[src/sv/cca_pkg.sv]
`default_nettype none

package cca_pkg;

   // Fixed widths of the row channels and the configuration port
   localparam int unsigned ROW_BITS      = 64;
   localparam int unsigned WIDTH_BITS    = 7;
   localparam int unsigned PASSES_BITS   = 3;
   localparam int unsigned THRESH_BITS   = 4;
   localparam int unsigned CSR_DATA_BITS = 7;

   // Parameter defaults
   localparam int unsigned MAX_WIDTH_DEF = 64;
   localparam int unsigned PASSES_DEF    = 4;

   // Register reset values
   localparam logic [WIDTH_BITS-1:0]  ROW_WIDTH_RST   = 7'd64;
   localparam logic [PASSES_BITS-1:0] PASSES_USED_RST = 3'd4;
   localparam logic [THRESH_BITS-1:0] SURVIVE_MIN_RST = 4'd4;
   localparam logic [THRESH_BITS-1:0] BIRTH_MIN_RST   = 4'd5;

   typedef enum logic [1:0] {
      CSR_ROW_WIDTH   = 2'd0,
      CSR_PASSES_USED = 2'd1,
      CSR_SURVIVE_MIN = 2'd2,
      CSR_BIRTH_MIN   = 2'd3
   } csr_index_type;

   // Rule settings shared by every cell; width is already clamped to MAX_WIDTH
   typedef struct packed {
      logic [WIDTH_BITS-1:0]  width;
      logic [THRESH_BITS-1:0] survive_min;
      logic [THRESH_BITS-1:0] birth_min;
   } cfg_type;

endpackage

`default_nettype wire

[src/sv/cca_cell.sv]
`default_nettype none

module cca_cell #(
   parameter int unsigned MAX_WIDTH = cca_pkg::MAX_WIDTH_DEF
) (
   input  wire logic                 clock,
   input  wire logic                 reset,
   input  wire cca_pkg::cfg_type     cfg,
   input  wire logic                 enable,
   input  wire logic                 step,
   input  wire logic                 in_valid,
   output logic                      in_ready,
   input  wire logic [MAX_WIDTH-1:0] in_row,
   input  wire logic                 in_end,
   output logic                      out_valid,
   input  wire logic                 out_ready,
   output logic [MAX_WIDTH-1:0]      out_row,
   output logic                      out_end
);
   import cca_pkg::*;

   typedef enum logic [2:0] {
      SEEN_EMPTY = 3'b001,
      SEEN_TOP   = 3'b010,
      SEEN_BOTH  = 3'b100
   } seen_type;

   seen_type             seen_ff, seen_in;
   logic [MAX_WIDTH-1:0] top_ff, top_in;
   logic [MAX_WIDTH-1:0] cur_ff, cur_in;
   logic                 out_valid_ff, out_valid_in;
   logic [MAX_WIDTH-1:0] out_row_ff, out_row_in;
   logic                 out_end_ff, out_end_in;
   logic                 pend_valid_ff, pend_valid_in;
   logic [MAX_WIDTH-1:0] pend_row_ff, pend_row_in;
   logic [MAX_WIDTH-1:0] smooth_row;
   logic [MAX_WIDTH-1:0] width_mask;
   logic [THRESH_BITS-1:0] n;
   logic                 in_fire;
   logic                 out_fire;

   // One pass of the rule over the middle row, all columns in parallel
   always_comb begin
      n = '0;
      for (int c = 0; c < MAX_WIDTH; c++) begin
         width_mask[c] = (c < int'(cfg.width));
      end
      smooth_row = cur_ff;
      for (int c = 1; c + 1 < MAX_WIDTH; c++) begin
         if (c + 1 < int'(cfg.width)) begin
            n = THRESH_BITS'(top_ff[c-1]) + THRESH_BITS'(top_ff[c])
              + THRESH_BITS'(top_ff[c+1]) + THRESH_BITS'(cur_ff[c-1])
              + THRESH_BITS'(cur_ff[c+1]) + THRESH_BITS'(in_row[c-1])
              + THRESH_BITS'(in_row[c]) + THRESH_BITS'(in_row[c+1]);
            if (cur_ff[c]) begin
               if (n < cfg.survive_min) smooth_row[c] = 1'b0;
            end else begin
               if (n >= cfg.birth_min) smooth_row[c] = 1'b1;
            end
         end
      end
      smooth_row = smooth_row & width_mask;
   end

   assign out_fire = out_valid_ff && out_ready;
   // A second beat of a frame end waits in the pending slot and holds off input
   assign in_ready = !pend_valid_ff && (!out_valid_ff || out_ready);
   assign in_fire  = in_valid && in_ready;

   always_comb begin
      seen_in       = seen_ff;
      top_in        = top_ff;
      cur_in        = cur_ff;
      out_valid_in  = out_valid_ff;
      out_row_in    = out_row_ff;
      out_end_in    = out_end_ff;
      pend_valid_in = pend_valid_ff;
      pend_row_in   = pend_row_ff;

      if (out_fire) begin
         out_valid_in  = pend_valid_ff;
         out_row_in    = pend_row_ff;
         out_end_in    = 1'b1;
         pend_valid_in = 1'b0;
      end

      if (in_fire) begin
         pend_valid_in = 1'b0;
         pend_row_in   = in_row;
         if (!enable) begin
            out_valid_in = 1'b1;
            out_row_in   = in_row;
            out_end_in   = in_end;
         end else begin
            case (seen_ff)
               SEEN_EMPTY: begin
                  if (in_end) begin
                     out_valid_in = 1'b1;
                     out_row_in   = in_row;
                     out_end_in   = 1'b1;
                  end else begin
                     out_valid_in = 1'b0;
                     top_in       = in_row;
                     seen_in      = SEEN_TOP;
                  end
               end
               SEEN_TOP: begin
                  out_valid_in = 1'b1;
                  out_row_in   = top_ff;
                  out_end_in   = 1'b0;
                  if (in_end) begin
                     pend_valid_in = 1'b1;
                     seen_in       = SEEN_EMPTY;
                  end else begin
                     cur_in  = in_row;
                     seen_in = SEEN_BOTH;
                  end
               end
               SEEN_BOTH: begin
                  out_valid_in = 1'b1;
                  out_row_in   = smooth_row;
                  out_end_in   = 1'b0;
                  if (in_end) begin
                     pend_valid_in = 1'b1;
                     seen_in       = SEEN_EMPTY;
                  end else begin
                     top_in = cur_ff;
                     cur_in = in_row;
                  end
               end
               default: begin
                  out_valid_in = 1'b0;
                  seen_in      = SEEN_EMPTY;
               end
            endcase
         end
      end

      // Drop any partial frame on every input beat of the block while bypassed
      if (!enable && step) seen_in = SEEN_EMPTY;
   end

   always_ff @(posedge clock) begin
      if (reset) begin
         seen_ff       <= SEEN_EMPTY;
         out_valid_ff  <= 1'b0;
         pend_valid_ff <= 1'b0;
      end else begin
         seen_ff       <= seen_in;
         out_valid_ff  <= out_valid_in;
         pend_valid_ff <= pend_valid_in;
      end
   end

   always_ff @(posedge clock) begin
      top_ff      <= top_in;
      cur_ff      <= cur_in;
      out_row_ff  <= out_row_in;
      out_end_ff  <= out_end_in;
      pend_row_ff <= pend_row_in;
   end

   assign out_valid = out_valid_ff;
   assign out_row   = out_row_ff;
   assign out_end   = out_end_ff;

endmodule

`default_nettype wire

[config.mk]
export PLATFORM = sky130hd
export DESIGN_NAME = cca_cell
export DESIGN_NICKNAME = d
export VERILOG_FILES = /design/src/sv/cca_pkg.sv /design/src/sv/cca_cell.sv
export SDC_FILE = /design/constraint.sdc
export NUM_CORES = 1
export LEC_CHECK = 0
export ABC_AREA = 1
export BUFFER_PORTS_ARGS = -buffer_cell sky130_fd_sc_hd__buf_2
export CAP_MARGIN = 20
export CELL_PAD_IN_SITES_DETAIL_PLACEMENT = 0
export CELL_PAD_IN_SITES_GLOBAL_PLACEMENT = 2
export CORE_UTILIZATION = 42
export CTS_CLUSTER_SIZE = 25
export DETAILED_ROUTE_END_ITERATION = 16
export MAX_ROUTING_LAYER = met4
export PLACE_DENSITY_LB_ADDON = 0.1
export SYNTH_ARGS = -nofsm -noshare
export SYNTH_HDL_FRONTEND = slang
export SYNTH_SLANG_ARGS = --single-unit
[constraint.sdc]
create_clock -name clock -period 18.4 [get_ports clock]
set_clock_uncertainty 0.05 [all_clocks]
set_input_delay 2.76 -clock clock [delete_from_list [all_inputs] [get_ports clock]]
set_output_delay 2.76 -clock clock [all_outputs]
set_load 0.05 [all_outputs]
# Word-level counts from Yosys, hierarchy flattened
# Cells that the tools add are included.
# word_totals
ff_bits	262
in_bits	86
output_inout_bits	67
word_cells	927
# op_classes
add_sub_neg	434
magnitude_cmp	188
n_eq_ne	6
mux	274
bitwise	2
reduce_logical	15
# op_table
operator	count
$add 4x1->4	248
$mux 64	6
$mux 1	260
$add 3x1->4	62
$ge 4x4->1	62
$lt 4x4->1	62
$lt 6x7->1 const A	32
$pmux 64 s3	1
$add 2x1->3	62
$pmux 64 s2	1
$add 1x1->2	62
$lt 5x7->1 const A	16
$and 64x64->64	1
$lt 4x7->1 const A	8
$lt 3x7->1 const A	4
$lt 1x7->1 const A	2
$lt 2x7->1 const A	2
$mux 3	3
$pmux 3 s3	1
$reduce_and 4->1	2
$ne 2x2->1 const B	3
$reduce_and 5->1	1
$logic_and 1x1->1	4
$pmux 1 s2	2
8 further kinds	12

# Logic depth before layout (Yosys ltp)
# depth
ltp_word	15
depth_mapped	19
ltp_nobuf	19

# Least setup slack after synthesis
# No wires, ideal clock.
# synth_timing
path_kind	input to register
from	in out_ready
to	reg cur_ff[0] (enable)
setup_time_ps	565
arrival_ps	8936
required_ps	17785
setup_slack_ps	8848
cell_stages	8
path_buffers	0
path_cell_list	inv_1 nand2_1 inv_1 nor2_2 nand2_2 inv_2 nand2_1 nor3_1
# synth_between
elab_chain_cells	4
# synth_lines
element	line	rtl
start, declared	cca_cell.sv:16	input wire logic out_ready,
$logic_or 1x1->1	cca_cell.sv:67	assign in_ready = !pend_valid_ff && (!out_valid_ff || out_ready);
$logic_and 1x1->1	cca_cell.sv:67	
via in_ready	cca_cell.sv:12	output logic in_ready,
$logic_and 1x1->1	cca_cell.sv:68	assign in_fire = in_valid && in_ready;
via in_fire	cca_cell.sv:39	logic in_fire;
$reduce_and 4->1 (no source line)	-	
end signal, assigned	cca_cell.sv:157	cur_ff <= cur_in;
end, declared	cca_cell.sv:30	logic [MAX_WIDTH-1:0] cur_ff, cur_in;
# The timed path passes the listed nets, and every way through them passes these cells.
# A chain may end at the register's enable or synchronous reset.

# Worst setup path in the final report
# layout_timing
from	in out_ready
to	out in_ready
# layout_between
elab_chain_cells	2
# layout_lines
element	line
$logic_or 1x1->1	cca_cell.sv:67
$logic_and 1x1->1	cca_cell.sv:67
end, declared	cca_cell.sv:12
# No other way between the ends.

==> flow_summary.toml <==
[status]
status = "completed"

[synthesis]
syn_nets = 5277
ys_seq_area_share_pct = 21.0
avgSynthCellArea_um2 = 7.89
ys_types = 41
ys_seq_elements = 262
yosysMostFrequentCell = "nand2_1"
synth_cells = 4323
synth-main-ff-cell = "edfxtp_1"
synth_top_area_cell = "ha_1"
synth-edff-count = 192
syn_area_um2 = 34100
async_reset_ff_share_pct = 0
ys_top_cells_by_count = "nand2_1 (1266), inv_1 (822), ha_1 (620)"
synthTopCellsByArea = "ha_1 (23%), edfxtp_1 (17%), fa_1 (15%), nand2_1 (14%), inv_1 (9.0%)"
yosys_warnings = 0
synth_top_area_share_pct = 22.8

[route]
wl_per_cell_um = 19.5
route.vias.total = 27800
avgViaCountPerCell = 5.01
wl_um = 108000
drtPass1Iterations = 6
ant_nets = 0
drc = 0
drtIter0Drc = 1579

[power_and_ir_drop]
p_comb_share_pct = 47.6
p_leak_nw = 20.3
powerDensity_nw_per_um2 = 75.2
p_int_mw = 1.64
pwr-share-clk_pct = 27.4
switching_share_pct = 41.6
p_sw_mw = 1.17
ir_worst_vdd_uv = 52.2
power_frac_seq_pct = 25.0

[die]
dieArea_um2 = 82300
io_pins = 153
chipHeight_um = 287
dieWidth_um = 287
core_area_um2 = 80400
start_util_pct = 42.4
rows = 104

[grt]
antenna_found_initial = 5
overflow = 0
grt_pass1_wl_um = 167000
grt_pass1_vias = 27600
grt_usage_pct = 27.7
grt_max_degree = 79

[sta]
finalWorstSetupSlack_ns = 12.05
fin_crit_sh_pct = 34.5
fmax_mhz = 158
setup_violations = 0
max_slew_margin_pct = 36.2
worst_pin_slew_ns = 0.957
hold_viol_final = 0
maxSlewViolCount = 0
rsz0062_at_grt = "no"
min_period_ns = 6.35
fin_setup_tns_ns = 0

[layout]
final_area_um2 = 37300
layout.nets = 5410
area_growth_pct = 9.45
drive_above_1_share_pct = 8.36
final_cells = 5545
fin_util_pct = 46.4

[clocking]
post_cts_buffers = 0
ctsHtreeMaxLevel = 2
cts_resized = 0
clockBufferDepth = 3
cts_made_buffers = 38
cts_sinks = 262
tritoncts = "done"
ctsHoldBuffers = 0
clockRootBuffer = "clkbuf_16"
worstSkewPairLatency_ns = 0.58
clk_pin_slew_worst_paths_ns = 0.05

[setup_path]
path_max_fanout = 2
cp-startpoint = "out_ready"
worstPathRequired_ns = 15.59
crit_type = "input pin to primary output"
cpMaxStageDelayCell = "buf_2"
crit_path_start_kind = "input pin"
crit_path_end_kind = "primary output"
arrival_ns = 3.54
rr_startpoint = "top_ff[45]$_DFFE_PP_"
slowest_delay_ns = 0.31
crit_chain = "buf_2 > inv_1 > nand2_1 > inv_1 > nor2_2 > buf_2"

[job]
maxCapViolations = 0

[placed_design]
place_ws_ns = 11.87
postPlaceCellArea_um2 = 36100
io_buffers = 152
place_congestion = 0.857
placedCellCount = 5476
dp_hpwl_um = 76000

[worst_hold_path]
min_from = "pend_valid_ff$_SDFFE_PP0P_"
hold_class = "flip-flop to flip-flop"
## cell type report
type,instances,area (um^2)
multi-input cells,3142,23400
well taps,1060,1330
clock inverters,13,126
diodes,1,2.50
fillers,8181,43100
clock buffers,55,1140
repair buffers,181,983
flip-flops and latches,262,7170
inverters,831,3130
## worst max-delay path, delay by kind of cell
kind                   cells  cell delay [ns]
buffers and inverters      4             0.51
and+or+nand+nor            2             0.25
## routing by layer
layer  global-route usage (%)  up-vias  wire, um
li1                         -    14100         -
met1                     36.4    12900     50100
met2                     45.6      601     50800
met3                     3.24      118      4970
met4                     5.92        0      2420
met5                        -        -         0
## through the flow
stage | power (mW) | hold slack, ns
floorplan | 1.71 | 0.409
global placement | 2.04 | 0.443
detailed placement | 2.05 | 0.441
CTS | 2.83 | 0.450
global route | 3.08 | 0.477
finish | 2.81 | 0.448
## path summary, 6_finish.rpt
| check | endpoint | slack [ns] | depth (start not counted) |
|---|---|---|---|
| setup / recovery | in_ready | 12.05 | 6 |
| hold / removal | pend_valid_ff$_SDFFE_PP0P_ | 0.45 | 2 |
| setup reg to reg | out_row[46]$_DFF_P_ | 14.38 | 19 |
| hold reg to reg | pend_valid_ff$_SDFFE_PP0P_ | 0.45 | 2 |
## kinds of logic (layout without fill, tap and decap cells)
group	Yosys count	in the layout	share of synthesized area [%]
adder cells (fa/ha/maj)	868	868	37.3
XOR/XNOR	62	62	1.59
AND/OR/NAND/NOR	1699	1699	20.3
buffers and inverters	919	1080	10.4
multiplexers	62	62	2.05
flip-flops	262	262	21.0
AO/OA/AOI/OAI	451	451	7.34
other	0	1	0
## layout by cell type, fill, tap and decap left out, types with 70 or more instances in the layout
cell type,n
nand2_1,1265
inv_1,815
ha_1,620
nand3_1,248
fa_1,248
a21oi_1,239
edfxtp_1,192
buf_2,150
o21ai_0,109
nor2_1,104
dfxtp_1,70
## state kept, by name, summed over array words and instances (netlist names)
| register | count |
|---|---|
| out_valid | 1 |
| out_end | 1 |
| seen_ff | 3 |
| cur_ff | 64 |
| pend_row_ff | 64 |
| pend_valid_ff | 1 |
| top_ff | 64 |
| out_row | 64 |
## power by group through the flow
stage	registers (mW)	logic, mW	clock network, mW
finish	0.702	1.34	0.769
global route	0.706	1.57	0.805
CTS	0.703	1.35	0.785
detailed placement	0.715	1.34	0
global placement	0.714	1.33	0
floorplan	0.799	0.915	0
Note: power is estimated with default switching activity, not from simulation.
